--- src/rtl/utf8d_pkg.sv ---
package utf8d_pkg;

	// Field widths of the stream channels.
	localparam int unsigned BYTE_W = 8;
	localparam int unsigned CP_W = 21;
	localparam int unsigned CNT_W = 3;
	localparam int unsigned LEN_W = 3;
	localparam int unsigned POLICY_W = 2;

	// Error policy codes. Any other code behaves like stop.
	localparam logic [POLICY_W-1:0] POLICY_REPLACE = 2'd0;
	localparam logic [POLICY_W-1:0] POLICY_RAISE = 2'd1;
	localparam logic [POLICY_W-1:0] POLICY_STOP = 2'd2;

	// Code point limits.
	localparam logic [CP_W-1:0] CP_REPLACEMENT = 21'h00FFFD;
	localparam logic [CP_W-1:0] CP_MIN_2BYTE = 21'h000080;
	localparam logic [CP_W-1:0] CP_MIN_3BYTE = 21'h000800;
	localparam logic [CP_W-1:0] CP_MIN_4BYTE = 21'h010000;
	localparam logic [CP_W-1:0] CP_SURR_LO = 21'h00D800;
	localparam logic [CP_W-1:0] CP_SURR_HI = 21'h00DFFF;
	localparam logic [CP_W-1:0] CP_MAX = 21'h10FFFF;

	// Controller states.
	typedef enum logic {
		ST_IDLE,
		ST_SCAN
	} ctrl_state_t;

	// Commands from the controller to the datapath.
	typedef struct packed {
		logic load;
		logic step;
		logic finish;
	} ctrl_cmd_t;

	// Status from the datapath to the controller.
	typedef struct packed {
		logic done;
		logic blocked;
		logic hold_valid;
		logic [CNT_W-1:0] count;
	} dp_status_t;

	// Sequence length implied by a lead byte; zero for an invalid lead.
	function automatic logic [LEN_W-1:0] lead_len(input logic [BYTE_W-1:0] b);
		logic [LEN_W-1:0] len;
		if (b[7] == 1'b0) begin
			len = 3'd1;
		end else if (b[7:5] == 3'b110) begin
			len = 3'd2;
		end else if (b[7:4] == 4'b1110) begin
			len = 3'd3;
		end else if (b[7:3] == 5'b11110) begin
			len = 3'd4;
		end else begin
			len = 3'd0;
		end
		return len;
	endfunction

endpackage

--- src/rtl/utf8d_ctrl.sv ---
module utf8d_ctrl import utf8d_pkg::*; (
	input  logic        clk,
	input  logic        arst_n,
	input  logic        in_valid,
	output logic        in_ready,
	input  dp_status_t  status,
	output ctrl_cmd_t   cmd,
	output ctrl_state_t state
);

	ctrl_state_t state_q;
	ctrl_state_t state_nxt;

	// State register.
	always_ff @(posedge clk or negedge arst_n) begin
		if (!arst_n) begin
			state_q <= ST_IDLE;
		end else begin
			state_q <= state_nxt;
		end
	end

	// Next state and commands. The scan takes one decoding step per cycle and
	// waits whenever the held result cannot move into the output register.
	always_comb begin
		state_nxt = state_q;
		cmd = '0;
		in_ready = 1'b0;
		case (state_q)
			ST_IDLE: begin
				in_ready = 1'b1;
				if (in_valid) begin
					cmd.load = 1'b1;
					state_nxt = ST_SCAN;
				end
			end
			ST_SCAN: begin
				if (!status.blocked) begin
					if (status.done) begin
						cmd.finish = 1'b1;
						state_nxt = ST_IDLE;
					end else begin
						cmd.step = 1'b1;
					end
				end
			end
			default: begin
				state_nxt = ST_IDLE;
			end
		endcase
	end

	assign state = state_q;

endmodule

--- src/rtl/utf8d_datapath.sv ---
module utf8d_datapath import utf8d_pkg::*; (
	input  logic                clk,
	input  logic                arst_n,
	input  logic                cfg_wr_en,
	input  logic [POLICY_W-1:0] cfg_wr_data,
	input  logic [BYTE_W-1:0]   in_byte,
	input  logic                in_eot,
	input  ctrl_cmd_t           cmd,
	output dp_status_t          status,
	input  logic                out_ready,
	output logic                out_valid,
	output logic [CP_W-1:0]     out_cp,
	output logic                out_error,
	output logic                out_last,
	output logic                out_done
);

	// Buffered bytes, oldest in the lowest byte.
	logic [3:0][BYTE_W-1:0] buf_q;
	logic [CNT_W-1:0]       cnt_q;
	logic                   eot_q;
	logic                   halted_q;
	logic [POLICY_W-1:0]    policy_q;

	// Result held until it is known whether another one follows.
	logic                   hold_valid_q;
	logic [CP_W-1:0]        hold_cp_q;
	logic                   hold_err_q;

	// Output register.
	logic                   out_valid_q;
	logic [CP_W-1:0]        out_cp_q;
	logic                   out_err_q;
	logic                   out_last_q;
	logic                   out_done_q;

	logic [LEN_W-1:0]       len;
	logic [CNT_W-1:0]       lim;
	logic                   trail_bad;
	logic                   incomplete;
	logic                   range_bad;
	logic                   bad;
	logic [CP_W-1:0]        cp;
	logic                   res_valid;
	logic [CP_W-1:0]        res_cp;
	logic                   res_err;
	logic [LEN_W-1:0]       shift;
	logic                   halt_now;
	logic                   out_free;
	logic                   push;
	logic                   push_last;

	// Evaluate the sequence at the head of the buffer.
	always_comb begin
		len = lead_len(buf_q[0]);
		lim = (cnt_q < len) ? cnt_q : len;
		incomplete = cnt_q < len;
		trail_bad = 1'b0;
		for (int i = 1; i < 4; i++) begin
			if ((CNT_W'(i) < lim) && (buf_q[i][7:6] != 2'b10)) begin
				trail_bad = 1'b1;
			end
		end
		case (len)
			3'd1: cp = {14'd0, buf_q[0][6:0]};
			3'd2: cp = {10'd0, buf_q[0][4:0], buf_q[1][5:0]};
			3'd3: cp = {5'd0, buf_q[0][3:0], buf_q[1][5:0], buf_q[2][5:0]};
			3'd4: cp = {buf_q[0][2:0], buf_q[1][5:0], buf_q[2][5:0], buf_q[3][5:0]};
			default: cp = '0;
		endcase
		range_bad = ((len == 3'd2) && (cp < CP_MIN_2BYTE)) ||
			((len == 3'd3) && (cp < CP_MIN_3BYTE)) ||
			((len == 3'd4) && (cp < CP_MIN_4BYTE)) ||
			((cp >= CP_SURR_LO) && (cp <= CP_SURR_HI)) ||
			(cp > CP_MAX);
		bad = (len == 3'd0) || trail_bad || (incomplete && eot_q) ||
			(!incomplete && range_bad);
	end

	// Action of one decoding step, chosen by the error policy.
	always_comb begin
		res_valid = 1'b1;
		res_cp = cp;
		res_err = 1'b0;
		shift = len;
		halt_now = 1'b0;
		if (bad) begin
			case (policy_q)
				POLICY_REPLACE: begin
					res_cp = CP_REPLACEMENT;
					shift = 3'd1;
				end
				POLICY_RAISE: begin
					res_cp = '0;
					res_err = 1'b1;
					halt_now = 1'b1;
				end
				default: begin
					res_valid = 1'b0;
					halt_now = 1'b1;
				end
			endcase
		end
	end

	// The held result moves to the output when a newer result or the end of
	// the item's scan shows whether it was the last one.
	assign out_free = !out_valid_q || out_ready;
	assign push = hold_valid_q && ((cmd.step && res_valid) || cmd.finish);
	assign push_last = cmd.finish;

	// Policy register.
	always_ff @(posedge clk or negedge arst_n) begin
		if (!arst_n) begin
			policy_q <= POLICY_REPLACE;
		end else if (cfg_wr_en) begin
			policy_q <= cfg_wr_data;
		end
	end

	// Buffer contents.
	always_ff @(posedge clk) begin
		if (cmd.load) begin
			buf_q[cnt_q[1:0]] <= in_byte;
		end else if (cmd.step && !halt_now) begin
			buf_q <= buf_q >> {shift, 3'b000};
		end
	end

	// Buffer control, halt flag and held result valid.
	always_ff @(posedge clk or negedge arst_n) begin
		if (!arst_n) begin
			cnt_q <= '0;
			eot_q <= 1'b0;
			halted_q <= 1'b0;
			hold_valid_q <= 1'b0;
		end else begin
			if (cmd.load) begin
				eot_q <= in_eot;
				cnt_q <= halted_q ? '0 : cnt_q + CNT_W'(1);
			end else if (cmd.step) begin
				if (halt_now) begin
					cnt_q <= '0;
					halted_q <= 1'b1;
				end else begin
					cnt_q <= cnt_q - shift;
				end
				if (res_valid) begin
					hold_valid_q <= 1'b1;
				end
			end else if (cmd.finish) begin
				hold_valid_q <= 1'b0;
				if (eot_q) begin
					cnt_q <= '0;
					halted_q <= 1'b0;
				end
			end
		end
	end

	// Held result payload.
	always_ff @(posedge clk) begin
		if (cmd.step && res_valid) begin
			hold_cp_q <= res_cp;
			hold_err_q <= res_err;
		end
	end

	// Output register valid.
	always_ff @(posedge clk or negedge arst_n) begin
		if (!arst_n) begin
			out_valid_q <= 1'b0;
		end else if (push) begin
			out_valid_q <= 1'b1;
		end else if (out_ready) begin
			out_valid_q <= 1'b0;
		end
	end

	// Output register payload.
	always_ff @(posedge clk) begin
		if (push) begin
			out_cp_q <= hold_cp_q;
			out_err_q <= hold_err_q;
			out_last_q <= push_last;
			out_done_q <= eot_q;
		end
	end

	assign status.done = (cnt_q == '0) ||
		((len != 3'd0) && !trail_bad && incomplete && !eot_q);
	assign status.blocked = hold_valid_q && !out_free;
	assign status.hold_valid = hold_valid_q;
	assign status.count = cnt_q;

	assign out_valid = out_valid_q;
	assign out_cp = out_cp_q;
	assign out_error = out_err_q;
	assign out_last = out_last_q;
	assign out_done = out_done_q;

endmodule

--- src/rtl/utf8_stream_decoder.sv ---
// UTF-8 stream decoder.
// The slave channel takes one text byte per item in s_axis_tdata, with
// s_axis_tlast high on the final byte of the text. The master channel gives
// one result per item: the decoded value in m_axis_tdata, m_axis_tlast high on
// the last result caused by an input byte, and m_axis_tuser flags for a
// raised decode error and for results caused by the final byte.
// cfg_wr_en writes the error policy from cfg_wr_data (replace, raise, stop).
// Each input byte is followed by its decoding steps before the next byte can be
// accepted: one step per result (up to four), and one more for an error that
// halts without a result. A byte that only extends a buffered sequence, or
// arrives while halted, needs no decoding step.
// The decoding step handles one sequence a cycle while the output is not stalled,
// and each result is held until it is known to be the last.
// Results reach the master side through the hold register and the output register.
// Reset empties the buffer, clears the halt state and sets the policy to
// replace. When the receiver stalls, the output register holds its result
// and decoding waits; the slave side is not ready until the current byte's
// results have all entered the output register.
module utf8_stream_decoder import utf8d_pkg::*; (
	input  logic                clk,
	input  logic                arst_n,
	input  logic                cfg_wr_en,
	input  logic [POLICY_W-1:0] cfg_wr_data,
	input  logic                s_axis_tvalid,
	output logic                s_axis_tready,
	input  logic [7:0]          s_axis_tdata,   // [7:0] data_byte
	input  logic                s_axis_tlast,   // end_of_text
	output logic                m_axis_tvalid,
	input  logic                m_axis_tready,
	output logic [23:0]         m_axis_tdata,   // [20:0] decoded value, [23:21] zero
	output logic                m_axis_tlast,   // run_last
	output logic [1:0]          m_axis_tuser    // [0] decode_error, [1] text_done
);

	ctrl_cmd_t   cmd;
	dp_status_t  status;
	ctrl_state_t state;
	logic [CP_W-1:0] dec_cp;
	logic        decode_error;
	logic        text_done;

	utf8d_ctrl u_ctrl (
		.clk      (clk),
		.arst_n   (arst_n),
		.in_valid (s_axis_tvalid),
		.in_ready (s_axis_tready),
		.status   (status),
		.cmd      (cmd),
		.state    (state)
	);

	utf8d_datapath u_dp (
		.clk            (clk),
		.arst_n         (arst_n),
		.cfg_wr_en      (cfg_wr_en),
		.cfg_wr_data    (cfg_wr_data),
		.in_byte        (s_axis_tdata),
		.in_eot         (s_axis_tlast),
		.cmd            (cmd),
		.status         (status),
		.out_ready      (m_axis_tready),
		.out_valid      (m_axis_tvalid),
		.out_cp         (dec_cp),
		.out_error      (decode_error),
		.out_last       (m_axis_tlast),
		.out_done       (text_done)
	);

	assign m_axis_tdata = {3'b000, dec_cp};
	assign m_axis_tuser = {text_done, decode_error};

	// Every result of the previous byte has left the hold stage before a new
	// byte is taken.
	a_idle_hold_empty: assert property (@(posedge clk) disable iff (!arst_n)
		(state == ST_IDLE) |-> !status.hold_valid)
		else $error("held result left behind at end of scan");

	// Between items the buffer keeps at most three bytes.
	a_idle_count: assert property (@(posedge clk) disable iff (!arst_n)
		(state == ST_IDLE) |-> (status.count <= CNT_W'(3)))
		else $error("buffer count out of range between items");

	// Only one datapath command is issued per cycle.
	a_cmd_onehot: assert property (@(posedge clk) disable iff (!arst_n)
		$onehot0({cmd.load, cmd.step, cmd.finish}))
		else $error("conflicting datapath commands");

	// A step or finish never overwrites a result that the receiver has not taken.
	a_no_overwrite: assert property (@(posedge clk) disable iff (!arst_n)
		(cmd.step || cmd.finish) && status.hold_valid && m_axis_tvalid |->
		m_axis_tready)
		else $error("output register overwritten while stalled");

endmodule

--- config.mk ---
export PLATFORM = sky130hd
export DESIGN_NAME = utf8_stream_decoder
export DESIGN_NICKNAME = d
export VERILOG_FILES = /design/src/rtl/utf8d_pkg.sv /design/src/rtl/utf8d_ctrl.sv /design/src/rtl/utf8d_datapath.sv /design/src/rtl/utf8_stream_decoder.sv
export SDC_FILE = /design/constraint.sdc
export NUM_CORES = 1
export LEC_CHECK = 0
export BUFFER_PORTS_ARGS = -buffer_cell sky130_fd_sc_hd__buf_2
export CORE_MARGIN = 4
export CORE_UTILIZATION = 49
export CTS_CLUSTER_SIZE = 16
export DETAILED_ROUTE_END_ITERATION = 8
export HOLD_SLACK_MARGIN = 0.03
export PLACE_DENSITY_LB_ADDON = 0.25
export SLEW_MARGIN = 10
export SYNTH_ARGS = -nofsm -noshare
export SYNTH_HDL_FRONTEND = slang
export SYNTH_HIERARCHICAL = 1
export SYNTH_SLANG_ARGS = --single-unit
--- constraint.sdc ---
create_clock -name clk -period 5.8 [get_ports clk]
set_clock_uncertainty 0.15 [all_clocks]
set_input_delay 1.74 -clock clk [delete_from_list [all_inputs] [get_ports clk]]
set_output_delay 1.74 -clock clk [all_outputs]
set_load 0.05 [all_outputs]
Yosys cells after proc, flatten, opt, wreduce, memory -nomap -nowiden
Index checks and enable logic that the tools add are counted.
- flip-flop bits (word level): 88
- bits in latches: 0
- memory bits (writable): 0
- ROM bits: 0
- output and inout bits: 29
- logic and storage cells: 141
- memories: 0
- $add $sub $neg: 2
- multiply operators: 0
- divide/modulo/power cells: 0
- $lt $le $gt $ge: 12
- equality and inequality tests: 13
- shift operators: 1
- muxes and demuxes: 47
- bitwise logic cells: 2
- reduce and logical (&&, ||, !) cells: 47
- operator list (cell ; count):
    case mux 21 bit (4 select lines) ; 1
    two-way mux 32 bit ; 2
    case mux 21 bit (2 select lines) ; 1
    two-way mux 3 bit ; 13
    bitwise mux 32 bit ; 1
    right shift 32 x 6 -> 32 bit ; 1
    two-way mux 1 bit ; 23
    greater-or-equal comparator 21 x 16 -> 1 bit (second input constant) ; 1
    greater-than comparator 21 bit (second input constant) ; 1
    <= comparator 21 x 16 -> 1 bit (second input constant) ; 1
    less-than comparator 21 x 12 -> 1 bit (second input constant) ; 1
    less-than comparator 21 x 17 -> 1 bit (second input constant) ; 1
    less-than comparator 21 x 8 -> 1 bit (second input constant) ; 1
    two-way mux 21 bit ; 1
    logical AND 1 bit ; 17
    demux 8 bit (select 2 bit) ; 1
    logical OR 1 bit ; 10
    inequality test 2 bit (second input constant) ; 5
    nonzero test 3 bit ; 3
    two-way mux 8 bit ; 1
    nonzero test 2 bit ; 4
    == test 3 x 2 -> 1 bit (second input constant) ; 2
    == test 3 bit (second input constant) ; 2
    logical NOT 1 bit ; 6
    other kinds (20) ; 24

Logic depth before layout (Yosys ltp)
- depth after elaboration: 24
- mapped depth: 17
- mapped depth without buffers: 15

Cells and area by module
Netlist, hierarchy kept.
- by module, submodules not included (module ; times used ; cells an instance ; area an instance (um^2)):
    utf8d_datapath ; 1 ; 367 ; 4443.0
    utf8d_ctrl ; 1 ; 7 ; 63.8
    utf8_stream_decoder ; 1 ; 6 ; 41.3

Worst setup path after synthesis
No wires, ideal clock.
- path type: register -> register
- start: reg u_dp/buf_q[6] (netlist bit)
- end: reg u_dp.out_cp_q[0] (netlist: u_dp/out_cp[0]), enable pin
- library setup time: 0.383 ns
- data arrival time: 4.443 ns
- required time: 5.267 ns
- slack: 0.824 ns
- stages on the path, launching flop included: 14
- period minus slack after synthesis: 4.976 ns
- cell sequence: edfxtp_1 -> buf_6 -> nand2_1 -> or3_2 -> clkinv_1 -> clkbuf_1 -> ha_1 -> a221oi_1 -> o211ai_4 -> o21ai_0 -> nor3_2 -> inv_1 -> a31oi_1 -> o21a_1
- RTL lines (what ; RTL line ; RTL):
    start, declared ; utf8d_datapath.sv:19 ; logic [3:0][BYTE_W-1:0] buf_q;
    start signal, assigned by index ; utf8d_datapath.sv:124 ; buf_q[cnt_q[1:0]] <= in_byte;
    start signal, assigned ; utf8d_datapath.sv:126 ; buf_q <= buf_q >> {shift, 3'b000};
    end signal, assigned ; utf8d_datapath.sv:183 ; out_cp_q <= hold_cp_q;
    end, declared ; utf8d_datapath.sv:32 ; logic [CP_W-1:0] out_cp_q;

==> impl_metrics.yaml <==
outcome:
  run_status: "finished, final reports clean"
setup_path:
  worst-setup-path-type: "reg2reg"
  crit_arrival_ps: 4540
  start_kind: "flop"
  cp_max_fo: 25
  crit_required_ps: 5620
  end_kind: "flop"
  reg2reg_slack_ps: 1080
clock_tree:
  root_buffer: "clkbuf_8"
  clock_latency_ps: 350
  clock_path_buffers: 2
  path_clk_slew_ps: 90
  cts_buffers: 9
  cts_hold_buf: 0
  cts.htree.levels: 3
  cts-resized-gates: 0
  cts_tree: "yes"
  cts_setup_buffers: 0
  cts_sinks: 88
global_routing:
  grt_max_degree: 29
  grt_pass1_vias: 3007
  grt-ovfl-total: 0
  grt_first_pass_wirelength_mm: 15.2
  grt.total_usage_pct: 17.2
  grt_antenna_before_repair: 0
logic_synthesis:
  synth.avg_cell_area_um2: 12.0
  syn_inst: 379
  syn_area_um2: 4540
  yosysWarnings: 6
sta:
  rsz0062_at_grt: "no"
  fmax_ghz: 0.212
  period_share_pct: 81.3
  finalHoldViolCount: 0
  relSlewSlack_pct: 35.7
  fin_ws_ps: 1080
  tns_ps: 0
  setup_viol: 0
  tightest_slew_ps: 964
  fin_crit_ps: 4720
  slew_violations: 0
floorplanning:
  chipHeight_um: 104
  rows: 34
  dieArea_um2: 10900
  die_w_um: 104
  coreArea_um2: 8850
  ios: 45
  initial_core_util_pct: 51.3
finish:
  stdcell_count: 527
  fin_nets: 439
  drive_gt1_share_pct: 20.5
  area_delta_synth_final_pct: 9.42
  diodes: 0
detailed_routing:
  routed_wl_mm: 9.20
  post_drt_wl_per_cell_um: 17.5
  dr.pass1.iters: 6
  first_iter_violations: 355
  avgViaCountPerCell: 6.03
  route.vias.total: 3177
  ant_nets: 0
  drc: 0
place:
  gp_congestion: 0.930
  port-buffer-count: 41
  pre_cts_ws_ps: 1120
  post-place-cells: 511
  dp.final_hpwl_mm: 6.75
hold_path:
  hold_path.class: "reg2reg"
job:
  maxCapViolations: 0
==> layer usage <==
layer	GRT usage, %	vias to the layer above	part of all wire (%)
met5	0	-	0
met4	4.75	0	0.55
met3	3.17	7	5.0
met2	26.8	98	47
met1	24.9	1543	48
li1	-	1529	-
==> final cells by class <==
class / count / area (um^2)
clock buffer: 9 / 124
clock inverter: 7 / 72.6
fill: 761 / 3880
inverter: 15 / 56.3
multi-input combinational: 255 / 1750
sequential: 88 / 2590
tap: 108 / 135
timing repair buffer: 45 / 235
==> cell usage in the layout, fill, tap and decap left out, types with 8 or more instances in the layout <==
cell and count:
a22o_1 8, a32oi_1 17, nor2_1 15, dfrtp_1 10
nand2_1 71, clkbuf_8 9, ha_1 8, a21oi_1 12
buf_2 41, edfxtp_1 78, inv_1 13, a22oi_1 19
==> per-stage QoR <==
step,area (um^2),util [%],hold slack (ps)
3_3_place_gp,4770,53.9,257
3_5_place_dp,4770,53.9,255
4_1_cts,4970,56.2,276
2_1_floorplan,4550,-,250
5_1_grt,4970,56.2,277
6_report,4970,56.2,273
==> path summary, 6_finish.rpt <==
kind / start / endpoint / cells after the start
max in group asynchronous: arst_n / u_dp/out_valid / 1
max: u_dp/buf_q[7] / u_dp/out_cp[15] / 12
max reg2reg: u_dp/buf_q[7] / u_dp/out_cp[15] / 12
min in group asynchronous: arst_n / u_dp/cnt_q[2] / 1
min: u_dp/hold_cp_q[4] / u_dp/out_cp[4] / 0
min reg2reg: u_dp/hold_cp_q[4] / u_dp/out_cp[4] / 0
==> worst max-delay path: stages (launching register included) <==
cell and delay [ps]:
edfxtp_1 610, nand2_1 260, or3_2 570, clkinv_1 310
ha_1 270, a221oi_1 90, o211ai_4 250, o21ai_0 190
nor3_2 260, inv_1 120, a31oi_2 150, buf_4 300
o21a_1 800
==> flip-flops by register name, indices dropped and copies added, names as in the netlist <==
signal             cells
u_dp/out_done          1
u_dp/out_last          1
u_dp/out_cp           21
u_ctrl/state           1
u_dp/halted_q          1
u_dp/buf_q            32
u_dp/out_valid         1
u_dp/hold_cp_q        21
u_dp/out_error         1
u_dp/eot_q             1
u_dp/hold_err_q        1
u_dp/cnt_q             3
u_dp/policy_q          2
u_dp/hold_valid_q      1
Power is not shown: default switching activity piles up to over one toggle a cycle in this logic, so the estimate is an artifact.
